===== src/design/checksummed_frame_receiver_macros.svh =====
// assertion macros for the checksummed frame receiver
// used by the top level; expects a clock named clk and a reset named rst in scope
`ifndef CHECKSUMMED_FRAME_RECEIVER_MACROS_SVH
`define CHECKSUMMED_FRAME_RECEIVER_MACROS_SVH

// same-cycle implication, checked on every rising edge outside reset
`define CFR_ASSERT_NOW(label, ante, cons, msg) \
  label: assert property (@(posedge clk) disable iff (rst) (ante) |-> (cons)) \
    else $error(msg);

// next-cycle implication, checked on every rising edge outside reset
`define CFR_ASSERT_NEXT(label, ante, cons, msg) \
  label: assert property (@(posedge clk) disable iff (rst) (ante) |=> (cons)) \
    else $error(msg);

`endif


===== src/design/cfr_pkg.sv =====
// shared constants, types and helpers for the checksummed frame receiver
// no dependencies; imported by cfr_frame_tracker and the top level
`timescale 1ns / 1ps

package cfr_pkg;

  // frame geometry: start byte at position 0, checksum at FRAME_BYTES
  localparam int FRAME_BYTES = 64;
  localparam int POS_W       = $clog2(FRAME_BYTES + 1);
  localparam int BYTE_POS_W  = 7;
  localparam int BYTE_W      = 8;
  localparam int COUNT_W     = 32;

  typedef logic [POS_W-1:0]   fill_pos_t;
  typedef logic [BYTE_W-1:0]  byte_t;
  typedef logic [COUNT_W-1:0] count_t;

  // one result transaction
  typedef struct packed {
    logic                  byte_taken;
    logic [BYTE_POS_W-1:0] byte_position;
    byte_t                 byte_value;
    logic                  frame_end;
    logic                  frame_good;
    count_t                good_frames;
    count_t                bad_frames;
  } cfr_result_t;

  // reported position is the fill position modulo 128
  function automatic logic [BYTE_POS_W-1:0] to_byte_pos(input fill_pos_t pos);
    logic [POS_W+BYTE_POS_W-1:0] wide;
    wide = {{BYTE_POS_W{1'b0}}, pos};
    return wide[BYTE_POS_W-1:0];
  endfunction

endpackage


===== src/design/cfr_frame_tracker.sv =====
// frame tracking state: fill position, running checksum and frame counters
// depends on cfr_pkg; builds the result for the byte presented this cycle
`timescale 1ns / 1ps

module cfr_frame_tracker import cfr_pkg::*; (
  input  logic        clk,
  input  logic        rst,
  input  logic        step,
  input  byte_t       rx_byte,
  input  byte_t       start_marker,
  output cfr_result_t result
);

  localparam fill_pos_t FRAME_LAST = POS_W'(FRAME_BYTES);
  localparam fill_pos_t FIRST_DATA = POS_W'(1);

  fill_pos_t fill_position;
  fill_pos_t fill_position_next;
  byte_t     running_sum;
  byte_t     running_sum_next;
  count_t    good_count;
  count_t    good_count_next;
  count_t    bad_count;
  count_t    bad_count_next;

  logic idle;
  logic taken;
  logic at_end;
  logic sum_match;

  // byte classification
  assign idle      = (fill_position == '0);
  assign taken     = !idle || (rx_byte == start_marker);
  assign at_end    = (fill_position == FRAME_LAST);
  assign sum_match = (running_sum == rx_byte);

  // next state for the byte on the input
  always_comb begin
    fill_position_next = fill_position;
    running_sum_next   = running_sum;
    good_count_next    = good_count;
    bad_count_next     = bad_count;
    if (taken) begin
      if (idle) begin
        fill_position_next = FIRST_DATA;
        running_sum_next   = '0;
      end else if (!at_end) begin
        fill_position_next = fill_position + FIRST_DATA;
        running_sum_next   = running_sum + rx_byte;
      end else begin
        fill_position_next = '0;
        running_sum_next   = '0;
        if (sum_match) begin
          good_count_next = good_count + COUNT_W'(1);
        end else begin
          bad_count_next = bad_count + COUNT_W'(1);
        end
      end
    end
  end

  // result fields, counters reported after this byte
  always_comb begin
    result.byte_taken    = taken;
    result.byte_position = taken ? to_byte_pos(fill_position) : '0;
    result.byte_value    = taken ? rx_byte : '0;
    result.frame_end     = taken && at_end;
    result.frame_good    = taken && at_end && sum_match;
    result.good_frames   = good_count_next;
    result.bad_frames    = bad_count_next;
  end

  // state registers, advanced once per accepted byte
  always_ff @(posedge clk) begin
    if (rst) begin
      fill_position <= '0;
      running_sum   <= '0;
      good_count    <= '0;
      bad_count     <= '0;
    end else if (step) begin
      fill_position <= fill_position_next;
      running_sum   <= running_sum_next;
      good_count    <= good_count_next;
      bad_count     <= bad_count_next;
    end
  end

endmodule


===== src/design/checksummed_frame_receiver.sv =====
// channel | direction | handshake             | payload
// in      | input     | in_valid / in_stall   | rx_byte
// out     | output    | out_valid / out_stall | byte_taken .. bad_frames
// cfg     | input     | cfg_valid / cfg_ready | start_marker
//
// one byte per cycle while in_stall is low; each byte that is taken yields one result
// results are registered in the output register behind the tracker logic
// a skid register holds one extra result, so in_stall rises only once two are waiting
// rst is synchronous: idle, empty checksum, zero counters, start marker zero
// depends on cfr_pkg, cfr_frame_tracker and checksummed_frame_receiver_macros.svh
`timescale 1ns / 1ps
`include "checksummed_frame_receiver_macros.svh"

module checksummed_frame_receiver import cfr_pkg::*; (
  input  logic                  clk,
  input  logic                  rst,
  // byte input
  input  logic                  in_valid,
  output logic                  in_stall,
  input  byte_t                 rx_byte,
  // result output
  output logic                  out_valid,
  input  logic                  out_stall,
  output logic                  byte_taken,
  output logic [BYTE_POS_W-1:0] byte_position,
  output byte_t                 byte_value,
  output logic                  frame_end,
  output logic                  frame_good,
  output count_t                good_frames,
  output count_t                bad_frames,
  // start marker register write
  input  logic                  cfg_valid,
  output logic                  cfg_ready,
  input  byte_t                 start_marker
);

  byte_t       marker;
  cfr_result_t result;
  cfr_result_t out_reg;
  cfr_result_t skid_reg;
  logic        skid_valid;
  logic        in_accept;
  logic        out_take;
  logic        out_free;

  // handshakes
  assign cfg_ready = 1'b1;
  assign in_stall  = skid_valid;
  assign in_accept = in_valid && !in_stall;
  assign out_take  = out_valid && !out_stall;
  assign out_free  = !out_valid || !out_stall;

  // start marker register
  always_ff @(posedge clk) begin
    if (rst) begin
      marker <= '0;
    end else if (cfg_valid && cfg_ready) begin
      marker <= start_marker;
    end
  end

  // frame state and result logic
  cfr_frame_tracker u_tracker (
    .clk          (clk),
    .rst          (rst),
    .step         (in_accept),
    .rx_byte      (rx_byte),
    .start_marker (marker),
    .result       (result)
  );

  // output and skid valid flags
  always_ff @(posedge clk) begin
    if (rst) begin
      out_valid  <= 1'b0;
      skid_valid <= 1'b0;
    end else if (in_accept) begin
      if (out_free) begin
        out_valid <= 1'b1;
      end else begin
        skid_valid <= 1'b1;
      end
    end else if (skid_valid && out_take) begin
      skid_valid <= 1'b0;
    end else if (out_take) begin
      out_valid <= 1'b0;
    end
  end

  // output and skid payload
  always_ff @(posedge clk) begin
    if (in_accept) begin
      if (out_free) begin
        out_reg <= result;
      end else begin
        skid_reg <= result;
      end
    end else if (skid_valid && out_take) begin
      out_reg <= skid_reg;
    end
  end

  // result ports
  assign byte_taken    = out_reg.byte_taken;
  assign byte_position = out_reg.byte_position;
  assign byte_value    = out_reg.byte_value;
  assign frame_end     = out_reg.frame_end;
  assign frame_good    = out_reg.frame_good;
  assign good_frames   = out_reg.good_frames;
  assign bad_frames    = out_reg.bad_frames;

  // checks
  `CFR_ASSERT_NOW(a_skid_behind_out, skid_valid, out_valid,
                  "skid holds a result while output is empty")
  `CFR_ASSERT_NEXT(a_stalled_accept_to_skid, in_accept && out_valid && out_stall,
                   skid_valid, "stalled transaction not parked in skid")
  `CFR_ASSERT_NOW(a_good_needs_end, out_valid && frame_good,
                  frame_end && byte_taken, "frame_good without a closing byte")

endmodule

===== config.mk =====
export PLATFORM = sky130hd
export DESIGN_NAME = checksummed_frame_receiver
export DESIGN_NICKNAME = d
export VERILOG_FILES = /design/src/design/cfr_pkg.sv /design/src/design/cfr_frame_tracker.sv /design/src/design/checksummed_frame_receiver.sv
export VERILOG_INCLUDE_DIRS = /design/src /design/src/design
export SDC_FILE = /design/constraint.sdc
export NUM_CORES = 1
export LEC_CHECK = 0
export BUFFER_PORTS_ARGS = -buffer_cell sky130_fd_sc_hd__buf_4
export CORE_MARGIN = 3
export CORE_UTILIZATION = 40
export CTS_CLUSTER_SIZE = 8
export DETAILED_ROUTE_END_ITERATION = 8
export HOLD_SLACK_MARGIN = 0.12
export MAX_ROUTING_LAYER = met4
export PLACE_DENSITY_LB_ADDON = 0.3
export SYNTH_ARGS = -nofsm -noshare
export SYNTH_HDL_FRONTEND = slang
export SYNTH_SLANG_ARGS = --single-unit

===== constraint.sdc =====
create_clock -name clk -period 8.4 [get_ports clk]
set_clock_uncertainty 0.15 [all_clocks]
set_input_delay 1.26 -clock clk [delete_from_list [all_inputs] [get_ports clk]]
set_output_delay 1.26 -clock clk [all_outputs]
set_load 0.01 [all_outputs]

==> flow_metrics.py <==
metrics = {
    "clock_network": {
        "htree_levels": 2,
        "numCtsBuffers": 37,
        "insertion_delay_ps": 520,
        "numClockSinks": 253,
        "clk_path_buf_depth": 3,
        "cts_tree": "done",
        "cts_setup_buffers": 0,
        "cts-root-buf": "clkbuf_16",
        "cts.clk_slew.worst_paths_ps": 50,
        "cts_resized": 0,
        "hold_buffers": 0,
    },
    "global_route": {
        "grt.met2_usage_pct": 24.83,
        "globalRouteTotalUtil_pct": 16.25,
        "use_met3_pct": 3.005,
        "busiest_layer": "met2",
        "grt_max_degree": 95,
        "grt_pass1_wl_um": 39620,
        "antenna_found_initial": 0,
        "met1_usage_pct": 22.28,
        "grt_pass1_vias": 7432,
        "grt_overflow": 0,
    },
    "floorplanning": {
        "die_h_um": 175.3,
        "die-width_um": 175.3,
        "start_util_pct": 40.93,
        "dieArea_mm2": 0.03073,
        "pin_count": 106,
        "rows": 61,
        "fp.coreArea_mm2": 0.02801,
    },
    "synth": {
        "ys_seq_area_share_pct": 58.49,
        "synth_ff_type": "edfxtp_1",
        "syn_nets": 1040,
        "avgSynthCellArea_um2": 11.39,
        "yosys_warnings": 0,
        "synth_area_leaders": "edfxtp_1, dfxtp_1, mux2_2",
        "syn_inst": 1007,
        "async_flop_share_pct": 0,
        "netlist_area_mm2": 0.01147,
        "yosysTopAreaCellShare_pct": 42.95,
        "yosysTopAreaCell": "edfxtp_1",
        "synth-edff-count": 164,
        "synth-seq-cells": 253,
        "synth_cell_types": 57,
    },
    "worst_hold_path": {
        "hp-class": "register to register",
    },
    "finish": {
        "area_delta_synth_final_pct": 18.67,
        "drive_gt1_share_pct": 20.02,
        "antenna_cells": 0,
        "largest_reg_flops": 82,
        "finalInstanceArea_mm2": 0.01361,
        "fin_nets": 1129,
    },
    "placed_design": {
        "pre_cts_ws_ps": 3697,
        "dpl.hpwl_um": 15250,
        "placed_area_mm2": 0.01254,
        "place.gp.congestion": 0.7947,
        "port_buffers": 104,
    },
    "sta": {
        "worst_pin_slew_ps": 1076,
        "period_minus_slack_ps": 4070,
        "maxSlewViolCount": 0,
        "fin_ws_ps": 4330,
        "hold_slack_ps": 305.7,
        "grt_setup_unrepaired": "false",
        "finalHoldViolations": 0,
        "period_share_pct": 48.45,
        "setup_viol": 0,
        "tns_ps": 0,
        "max_freq_mhz": 245.7,
        "maxSlewHeadroom_pct": 28.26,
    },
    "worst_setup_path": {
        "worstSetupStartpoint": "in_valid",
        "cp_max_fo": 84,
        "crit_required_ps": 8380,
        "rr_startpoint": "in_stall",
        "critPathArrivalTime_ps": 4050,
        "regToRegEndpoint": "byte_position[0]",
        "critical_path_class": "input port to register",
        "crit_end": "byte_position[0]",
        "startpoint_type": "input port",
        "regToRegSetupSlack_ps": 4790,
        "rr_worst_depth": 5,
        "worstSetupEndpointType": "register",
    },
    "route": {
        "wl_per_cell_um": 16.24,
        "ant_nets": 0,
        "num_vias": 7598,
        "via_per_inst": 5.059,
        "first_pass_iters": 4,
        "wl_um": 24400,
        "drt_iter0_drc": 531,
        "route.detailed.drc": 0,
    },
    "power_and_ir_drop": {
        "cellLeakagePower_nw": 4.973,
        "p_per_area_mw_per_mm2": 228.2,
        "total_power_mw": 3.105,
        "max-vdd-ir-drop_v": 0.0001090,
    },
    "job": {
        "maxCapViolCount": 0,
    },
    "outcome": {
        "outcome": "finished, final reports clean",
    },
}
[area by class of cell]
class | count | area [um^2]
Fill cell | 2528 | 14400
Sequential cell | 253 | 6706
Multi-Input combinational cell | 681 | 4487
Clock buffer | 63 | 1023
Timing Repair Buffer | 109 | 818.3
Tap cell | 378 | 473.0
Inverter | 14 | 52.55
Clock inverter | 4 | 46.29
[through the flow]
stage | utilization (%) | instances
after floorplan | - | 1007
after global placement | 44.76 | 1435
after detailed placement | 44.76 | 1435
after CTS | 48.58 | 1502
after global routing | 48.58 | 1502
final | 48.58 | 1502
[worst max-delay path, stage by stage]
cell     delay, ps
buf_4           90
nor2b_4        120
buf_4          760
a21oi_1        160
a21oi_4        820
buf_4          690
[where the power goes]
part           total, mW  internal (mW)  leakage (nW)  switching [mW]
logic              0.320          0.133          2.26           0.187
clock network       1.35          0.827         0.509           0.522
registers           1.44           1.41          2.20          0.0303
total               3.10           2.37          4.97           0.740
[cells in the final DEF, fill, tap and decap left out, types with 16 or more instances in the layout]
cell type,netlist,final
nor3_1,23,23
edfxtp_1,164,164
nand3_1,45,45
xnor2_1,58,58
clkbuf_16,0,37
nand4_1,32,32
and2_1,18,18
mux2_2,58,58
dfxtp_1,89,89
xor2_1,65,65
clkbuf_1,46,26
a21oi_1,29,28
and3_1,19,18
buf_4,1,109
nand2_1,107,107
nor2_1,102,102
o21ai_0,16,16
[per-layer routing]
layer,share of wire [%],vias up
met1,48,3648
met4,1.9,0
met2,45,151
met5,0,-
li1,-,3764
met3,4.4,35
[synth_stat cells (10+ instances only)]
library cell and number:
a21oi_1 29, and2_1 18, and3_1 19, and4_1 11, clkbuf_1 46, dfxtp_1 89
edfxtp_1 164, ha_1 11, inv_1 13, mux2_2 58, mux2i_1 10, nand2_1 107
nand3_1 45, nand4_1 32, nor2_1 102, nor3_1 23, nor4_1 10, o21ai_0 16
or3_1 14, xnor2_1 58, xor2_1 65
[how the worst min path moves through the flow]
stage | from | endpoint | slack, ps | depth (start not counted)
2_1_floorplan | u_tracker.running_sum[3] | u_tracker.running_sum[3] | 290 | 2
3_3_place_gp | u_tracker.running_sum[3] | u_tracker.running_sum[3] | 290 | 2
3_5_place_dp | u_tracker.running_sum[5] | u_tracker.running_sum[5] | 300 | 2
4_1_cts | u_tracker.running_sum[5] | u_tracker.running_sum[5] | 310 | 2
5_1_grt | u_tracker.running_sum[5] | u_tracker.running_sum[5] | 330 | 2
6_report | u_tracker.running_sum[5] | u_tracker.running_sum[5] | 310 | 2
[cells by family after synthesis]
| family | Yosys count | synth area share (%) |
|---|---|---|
| fa+ha+maj | 12 | 1.375 |
| buf+inv | 73 | 2.608 |
| simple gates | 406 | 17.75 |
| flops | 253 | 58.49 |
| xor+xnor | 123 | 9.396 |
| compound gates | 71 | 3.776 |
| other cells | 1 | 0.03271 |
| mux | 68 | 6.569 |
(Power assumes the default switching activity.)
